## config.mk

```make
export PLATFORM = sky130hd
export DESIGN_NAME = rhh_ctrl
export DESIGN_NICKNAME = d
export VERILOG_FILES = /design/src/hdl/rhh_pkg.sv /design/src/hdl/rhh_ctrl.sv
export VERILOG_INCLUDE_DIRS = /design/src /design/src/hdl
export SDC_FILE = /design/constraint.sdc
export NUM_CORES = 1
export LEC_CHECK = 0
export BUFFER_PORTS_ARGS = -buffer_cell sky130_fd_sc_hd__buf_4
export CAP_MARGIN = 0
export CORE_ASPECT_RATIO = 0.75
export CORE_MARGIN = 1.5
export CORE_UTILIZATION = 48
export DETAILED_ROUTE_END_ITERATION = 8
export PLACE_DENSITY_LB_ADDON = 0.2
export REMOVE_ABC_BUFFERS = 1
export SETUP_SLACK_MARGIN = 0.1
export SYNTH_ARGS = -nofsm -noshare
export SYNTH_HDL_FRONTEND = slang
export SYNTH_SLANG_ARGS = --single-unit
```

## constraint.sdc

```tcl
create_clock -name clk_i -period 5.3 [get_ports clk_i]
set_input_delay 0.265 -clock clk_i [delete_from_list [all_inputs] [get_ports clk_i]]
set_output_delay 0.265 -clock clk_i [all_outputs]
set_load 0.005 [all_outputs]
```

## src/hdl/robin_hood_hash_table_assert.svh

```systemverilog
// Assertion macros for the hash table block, empty under synthesis
`ifndef ROBIN_HOOD_HASH_TABLE_ASSERT_SVH
`define ROBIN_HOOD_HASH_TABLE_ASSERT_SVH
`ifndef SYNTH
`define RHH_ASSERT(lbl, prop) \
  lbl: assert property (@(posedge clk_i) disable iff (!rst_ni) prop) \
    else $error("hash table check failed");
`define RHH_ASSERT_ALWAYS(lbl, prop) \
  lbl: assert property (@(posedge clk_i) prop) \
    else $error("hash table invariant failed");
`else
`define RHH_ASSERT(lbl, prop)
`define RHH_ASSERT_ALWAYS(lbl, prop)
`endif
`endif

```

## src/hdl/rhh_pkg.sv

```systemverilog
// Types and constants shared by the hash table modules
package rhh_pkg;
  localparam int unsigned SLOTS      = 1024;
  localparam int unsigned SLOT_W     = $clog2(SLOTS);
  localparam int unsigned PL_W       = SLOT_W + 1;
  localparam int unsigned KEY_BITS   = 32;
  localparam int unsigned VALUE_BITS = 32;
  localparam int unsigned CNT_W      = 10;
  localparam logic [CNT_W-1:0] LOAD_LIMIT = CNT_W'(SLOTS / 8 * 7);

  typedef enum logic [2:0] {
    ACT_INSERT = 3'd0,
    ACT_LOOKUP = 3'd1,
    ACT_REMOVE = 3'd2,
    ACT_READ   = 3'd3,
    ACT_CLEAR  = 3'd4
  } action_e;

  typedef enum logic [1:0] {
    ST_OK        = 2'd0,
    ST_NOT_FOUND = 2'd1,
    ST_FULL      = 2'd2,
    ST_EMPTY     = 2'd3
  } status_e;

  typedef struct packed {
    logic [PL_W-1:0]       pl;
    logic [KEY_BITS-1:0]   key;
    logic [VALUE_BITS-1:0] val;
  } entry_t;

  typedef struct packed {
    logic              we;
    logic [SLOT_W-1:0] waddr;
    entry_t            wdata;
    logic [SLOT_W-1:0] raddr;
  } mem_req_t;
endpackage

```

## src/hdl/rhh_ctrl.sv

```systemverilog
// Sequencer: probe walks, swaps, backward shift and clearing sweep
`include "robin_hood_hash_table_assert.svh"
module rhh_ctrl (
  input  logic                         clk_i,
  input  logic                         rst_ni,
  input  logic                         start_i,
  input  logic [2:0]                   action_i,
  input  logic [31:0]                  key_i,
  input  logic [31:0]                  hash_value_i,
  input  logic [31:0]                  value_i,
  input  logic [9:0]                   slot_i,
  output logic                         busy_o,
  output logic                         done_o,
  output logic [1:0]                   status_o,
  output logic [9:0]                   slot_index_o,
  output logic [31:0]                  found_key_o,
  output logic [31:0]                  found_value_o,
  output logic                         occupied_o,
  output logic [9:0]                   entry_count_o,
  output rhh_pkg::mem_req_t            req_o,
  input  rhh_pkg::entry_t              rdata_i
);
  import rhh_pkg::*;

  typedef enum logic [2:0] {
    S_INIT, S_IDLE, S_INS, S_LOOK, S_RM0, S_RM, S_RD
  } state_e;

  state_e                state_q, state_d;
  logic [SLOT_W-1:0]     addr_q, addr_d, landed_q, landed_d;
  logic [PL_W-1:0]       pl_q, pl_d;
  logic [KEY_BITS-1:0]   ck_q, ck_d, key_q, key_d;
  logic [VALUE_BITS-1:0] cv_q, cv_d, val_q, val_d;
  logic                  placed_q, placed_d, first_q, first_d;
  logic [CNT_W-1:0]      count_q, count_d;
  logic                  done_q, done_d, occ_q, occ_d;
  status_e               status_q, status_d;
  logic [SLOT_W-1:0]     sidx_q, sidx_d;
  logic [KEY_BITS-1:0]   fkey_q, fkey_d;
  logic [VALUE_BITS-1:0] fval_q, fval_d;
  logic                  accept;
  logic [SLOT_W-1:0]     addr_nx;

  assign accept  = start_i && (state_q == S_IDLE);
  assign addr_nx = addr_q + SLOT_W'(1);

  always_comb begin
    state_d  = state_q;
    addr_d   = addr_q;
    landed_d = landed_q;
    pl_d     = pl_q;
    ck_d     = ck_q;
    cv_d     = cv_q;
    key_d    = key_q;
    val_d    = val_q;
    placed_d = placed_q;
    first_d  = first_q;
    count_d  = count_q;
    done_d   = 1'b0;
    occ_d    = occ_q;
    status_d = status_q;
    sidx_d   = sidx_q;
    fkey_d   = fkey_q;
    fval_d   = fval_q;
    req_o.we    = 1'b0;
    req_o.waddr = addr_q;
    req_o.wdata = '{pl: pl_q, key: ck_q, val: cv_q};

    unique case (state_q)
      S_INIT: begin
        // sweep every slot to empty
        req_o.we    = 1'b1;
        req_o.wdata = '0;
        addr_d      = addr_nx;
        if (addr_q == '1) begin
          state_d = S_IDLE;
        end
      end
      S_IDLE: begin
        if (start_i) begin
          key_d    = KEY_BITS'(key_i);
          val_d    = VALUE_BITS'(value_i);
          ck_d     = KEY_BITS'(key_i);
          cv_d     = VALUE_BITS'(value_i);
          pl_d     = PL_W'(1);
          placed_d = 1'b0;
          first_d  = 1'b1;
          status_d = ST_OK;
          sidx_d   = '0;
          fkey_d   = '0;
          fval_d   = '0;
          occ_d    = 1'b0;
          unique case (action_i)
            ACT_INSERT: begin
              addr_d = hash_value_i[SLOT_W-1:0];
              if (count_q >= LOAD_LIMIT) begin
                status_d = ST_FULL;
                done_d   = 1'b1;
              end else begin
                state_d = S_INS;
              end
            end
            ACT_LOOKUP: begin
              addr_d = hash_value_i[SLOT_W-1:0];
              if (count_q == '0) begin
                status_d = ST_NOT_FOUND;
                done_d   = 1'b1;
              end else begin
                state_d = S_LOOK;
              end
            end
            ACT_REMOVE: begin
              addr_d  = slot_i[SLOT_W-1:0];
              sidx_d  = slot_i[SLOT_W-1:0];
              state_d = S_RM0;
            end
            ACT_READ: begin
              addr_d  = slot_i[SLOT_W-1:0];
              sidx_d  = slot_i[SLOT_W-1:0];
              state_d = S_RD;
            end
            ACT_CLEAR: begin
              addr_d  = '0;
              count_d = '0;
              done_d  = 1'b1;
              state_d = S_INIT;
            end
            default: begin
              done_d = 1'b1;
            end
          endcase
        end
      end
      S_INS: begin
        req_o.wdata = '{pl: pl_q, key: ck_q, val: cv_q};
        if (rdata_i.pl == '0) begin
          req_o.we = 1'b1;
          count_d  = count_q + CNT_W'(1);
          sidx_d   = placed_q ? landed_q : addr_q;
          fkey_d   = key_q;
          fval_d   = val_q;
          occ_d    = 1'b1;
          done_d   = 1'b1;
          state_d  = S_IDLE;
        end else begin
          // swap with a richer resident and carry it onward
          if (pl_q > rdata_i.pl) begin
            req_o.we = 1'b1;
            ck_d     = rdata_i.key;
            cv_d     = rdata_i.val;
            pl_d     = rdata_i.pl + PL_W'(1);
            if (!placed_q) begin
              landed_d = addr_q;
              placed_d = 1'b1;
            end
          end else begin
            pl_d = pl_q + PL_W'(1);
          end
          addr_d = addr_nx;
        end
      end
      S_LOOK: begin
        if (rdata_i.pl >= pl_q && rdata_i.key == key_q) begin
          sidx_d  = addr_q;
          fkey_d  = rdata_i.key;
          fval_d  = rdata_i.val;
          occ_d   = 1'b1;
          done_d  = 1'b1;
          state_d = S_IDLE;
        end else if (rdata_i.pl >= pl_q) begin
          pl_d   = pl_q + PL_W'(1);
          addr_d = addr_nx;
        end else begin
          status_d = ST_NOT_FOUND;
          done_d   = 1'b1;
          state_d  = S_IDLE;
        end
      end
      S_RM0: begin
        if (rdata_i.pl == '0) begin
          status_d = ST_EMPTY;
          done_d   = 1'b1;
          state_d  = S_IDLE;
        end else begin
          count_d = count_q - CNT_W'(1);
          addr_d  = addr_nx;
          state_d = S_RM;
        end
      end
      S_RM: begin
        // rdata holds the slot after the hole; the hole is addr_q - 1
        req_o.waddr = addr_q - SLOT_W'(1);
        req_o.we    = 1'b1;
        if (rdata_i.pl > PL_W'(1)) begin
          req_o.wdata = '{pl: rdata_i.pl - PL_W'(1), key: rdata_i.key, val: rdata_i.val};
          if (first_q) begin
            fkey_d = rdata_i.key;
            fval_d = rdata_i.val;
            occ_d  = 1'b1;
          end
          first_d = 1'b0;
          addr_d  = addr_nx;
        end else begin
          req_o.wdata = '0;
          done_d      = 1'b1;
          state_d     = S_IDLE;
        end
      end
      S_RD: begin
        if (rdata_i.pl != '0) begin
          fkey_d = rdata_i.key;
          fval_d = rdata_i.val;
          occ_d  = 1'b1;
        end else begin
          status_d = ST_EMPTY;
        end
        done_d  = 1'b1;
        state_d = S_IDLE;
      end
      default: begin
        state_d = S_IDLE;
      end
    endcase
    req_o.raddr = addr_d;
  end

  always_ff @(posedge clk_i or negedge rst_ni) begin
    if (!rst_ni) begin
      state_q  <= S_INIT;
      addr_q   <= '0;
      count_q  <= '0;
      done_q   <= 1'b0;
      placed_q <= 1'b0;
      first_q  <= 1'b0;
      status_q <= ST_OK;
    end else begin
      state_q  <= state_d;
      addr_q   <= addr_d;
      count_q  <= count_d;
      done_q   <= done_d;
      placed_q <= placed_d;
      first_q  <= first_d;
      status_q <= status_d;
    end
  end

  always_ff @(posedge clk_i) begin
    landed_q <= landed_d;
    pl_q     <= pl_d;
    ck_q     <= ck_d;
    cv_q     <= cv_d;
    key_q    <= key_d;
    val_q    <= val_d;
    occ_q    <= occ_d;
    sidx_q   <= sidx_d;
    fkey_q   <= fkey_d;
    fval_q   <= fval_d;
  end

  assign busy_o        = (state_q != S_IDLE);
  assign done_o        = done_q;
  assign status_o      = status_q;
  assign slot_index_o  = 10'(sidx_q);
  assign found_key_o   = 32'(fkey_q);
  assign found_value_o = 32'(fval_q);
  assign occupied_o    = occ_q;
  assign entry_count_o = 10'(count_q);

  `RHH_ASSERT_ALWAYS(a_count_limit, count_q <= LOAD_LIMIT)
  `RHH_ASSERT(a_no_write_idle, state_q == S_IDLE |-> !req_o.we)
  `RHH_ASSERT(a_full_at_limit, done_q && status_q == ST_FULL |-> count_q == LOAD_LIMIT)
  `RHH_ASSERT(a_accept_moves, accept |=> (state_q != S_IDLE) || done_q)
endmodule

```

==> results.ini <==
[outcome]
outcome = complete, but fails checks
violations = DRC

[global_routing]
antenna_found_initial = 0
grt_max_degree = 133
grt_usage = 0.273
overflow = 0
grt_pass1_vias = 10400
grt_pass1_wl_um = 60200

[detailed_routing]
wl_um = 39400
via_per_inst = 5.77
detail_route.first_pass.iterations = 7
wl_met3_um = 3590
wl_met2_um = 18100
wl_per_cell_um = 21.5
first_iter_violations = 773
wl_met1_um = 16700
postRouteAntennaNets = 0
drc_errors = 16
num_vias = 10600
topRoutingLayerUsed = met4

[worst_setup_path]
cp.arrival_ns = 4.38
cp-start-kind = flop
cpMostUsedCell = o21ai_0
critPathSlowestCell = dfrtp_1
critPathTopFamily = compound AO/OA/AOI/OAI gates
worstPathCellList = clkinv_1 > nor3_1 > ha_1 > a211oi_1 > o21ai_0 > a21oi_1 > o2111a_1 > mux2_2 > o21ai_0 > o31ai_1
crit_required_ns = 5.70
critPathCaptureType = flop
crit_path_max_fanout = 20
worst-setup-path-type = reg2reg
timing.critical_path.buf_inv = 1
max_stage_delay_ns = 0.87

[sta]
rsz0062_at_grt = false
fin_crit_sh = 0.751
max_freq_ghz = 0.251
final-hold-violation-count = 0
min_period_ns = 3.98
fin_setup_tns_ns = 0
whs_ns = 0.0316
worst_clock_skew_ns = 0.00877
setup_viol = 0
layout_setup_ws_ns = 1.32
report.final.slew_viol_count = 0
worst-slew-pin-transition_ns = 1.02
relSlewSlack = 0.322

[cells_and_area]
stdcell_count = 1828
design_area_um2 = 17700
syn2layout_area_growth_pct = 34.4
post-route-util = 0.656
drive_gt1_frac = 0.336
final_nets = 1672
antenna_cells = 0
num-fill-cells = 2097

[synth]
ys_top_cells_by_area = edfxtp_1, a22o_1, mux2_2
synth_edf_count = 224
synth_most_common_cell = edfxtp_1
syn-cell-area_um2 = 13100
synth_ff_type = edfxtp_1
avgSynthCellArea_um2 = 12.4
synth_top_area_frac = 0.512
synth_cells = 1059
ys_seq_area_frac = 0.565
synth_common_cells = edfxtp_1, a22o_1, nand2_1
yosys_warnings = 0
synth_top_area_cell = edfxtp_1
ys_async_sr_fraction = 0.111
synth-seq-cells = 252
synth.distinct_cells = 65

[die]
pin_count = 372
dieArea_um2 = 28400
rows = 52
chipHeight_um = 146
initial_core_util = 0.488
coreArea_um2 = 26900
die_x_um = 194

[place]
gp_congestion = 0.938
portBuffers = 349
pre_cts_slack_ns = 1.39
placement.cell_area_um2 = 16100
dp_cells = 1706
dp_hpwl_um = 26300

[job]
timing.max_cap.violations = 0

[clock_network]
path_clk_slew_ns = 0.06
cts_sinks = 252
cts_root_buf = clkbuf_16
h-tree-depth = 1
cts_tree = done
cts_max_path_buffers = 3
clkLatencyLatePin_ns = 0.54
cts_buffers = 27
ctsResizeCount = 0

[power]
p_total_mw = 10.7
vdd_drop_max_uv = 553
p_leak_nw = 7.13
power_density_nw_per_um2 = 604

[min_path]
hp-class = in2reg

power by group:
group / internal [mW] / switching (mW)
Combinational: 2.24 / 2.76
Sequential: 3.31 / 0.437
Clock: 1.13 / 0.791
path summary, 6_finish.rpt:
path,from,end,slack (ns),cells past startpoint
min in group asynchronous,rst_ni,addr_q[5],0.21,2
min,rdata_i[25],found_value_o[25],0.03,2
max in group asynchronous,rst_ni,placed_q,4.77,2
max,state_q[2],entry_count_o[9],1.32,10
max reg2reg,state_q[2],entry_count_o[9],1.32,10
min reg2reg,status_o[0],status_o[0],0.48,1
per-layer routing:
metal / track usage / vias up
li1: - / 4888
met1: 0.381 / 5140
met2: 0.423 / 466
met3: 0.0714 / 59
met4: 0.0734 / 0
met5: 0 / -
cells in the final DEF (no fill, tap or decap), types with 7 or more instances in the layout:
master | netlist | routed
clkbuf_16 | 0 | 27
dlygate4sd3_1 | 0 | 73
dfrtp_1 | 28 | 28
o21ai_0 | 55 | 55
nand2_1 | 92 | 92
inv_1 | 29 | 29
edfxtp_1 | 224 | 224
mux2_2 | 69 | 69
a211oi_1 | 10 | 10
mux2i_1 | 23 | 23
ha_1 | 27 | 27
o22ai_1 | 9 | 9
a22o_1 | 131 | 131
nand4_1 | 18 | 18
a21oi_1 | 16 | 15
nor2_1 | 40 | 37
o31ai_1 | 10 | 10
nor3_1 | 22 | 22
nand3_1 | 26 | 25
xor2_1 | 10 | 10
buf_4 | 2 | 360
nor4_1 | 7 | 7
xnor2_1 | 64 | 64
sequential cells by signal, indices dropped and copies added, names as in the netlist, 11 cells and up:
name / flops
ck_q: 32
cv_q: 32
found_key_o: 32
found_value_o: 32
key_q: 32
val_q: 32
pl_q: 11
area by class of cell:
class	instances	area, um^2	share of cell area
clock buffer	33	698	0.0395
clock inverter	16	183	0.0103
inverter	30	113	0.00637
multi-input combinational	712	5360	0.303
sequential	252	7430	0.420
tap	351	439	0.0249
timing repair buffer	434	3450	0.195
repair_timing:
item | 4_1_cts | 5_1_grt
endpoints found under the hold margin | 100 | 0
setup endpoints to repair | 0 | 0
setup buffers | 0 | 0
hold buffers | 73 | 0
cell families (layout without fill, tap and decap cells):
logic type | Yosys count | count (layout) | share of synthesized area
and+or+nand+nor | 236 | 236 | 0.0864
muxes | 92 | 92 | 0.0766
AOI/OAI and AO/OA | 282 | 282 | 0.163
buffers and inverters | 95 | 513 | 0.0324
xor gates and xnor gates | 74 | 74 | 0.0493
adders and majority gates | 28 | 28 | 0.0272
DFF | 252 | 252 | 0.565
No activity file was read; power rests on OpenSTA's default activity.
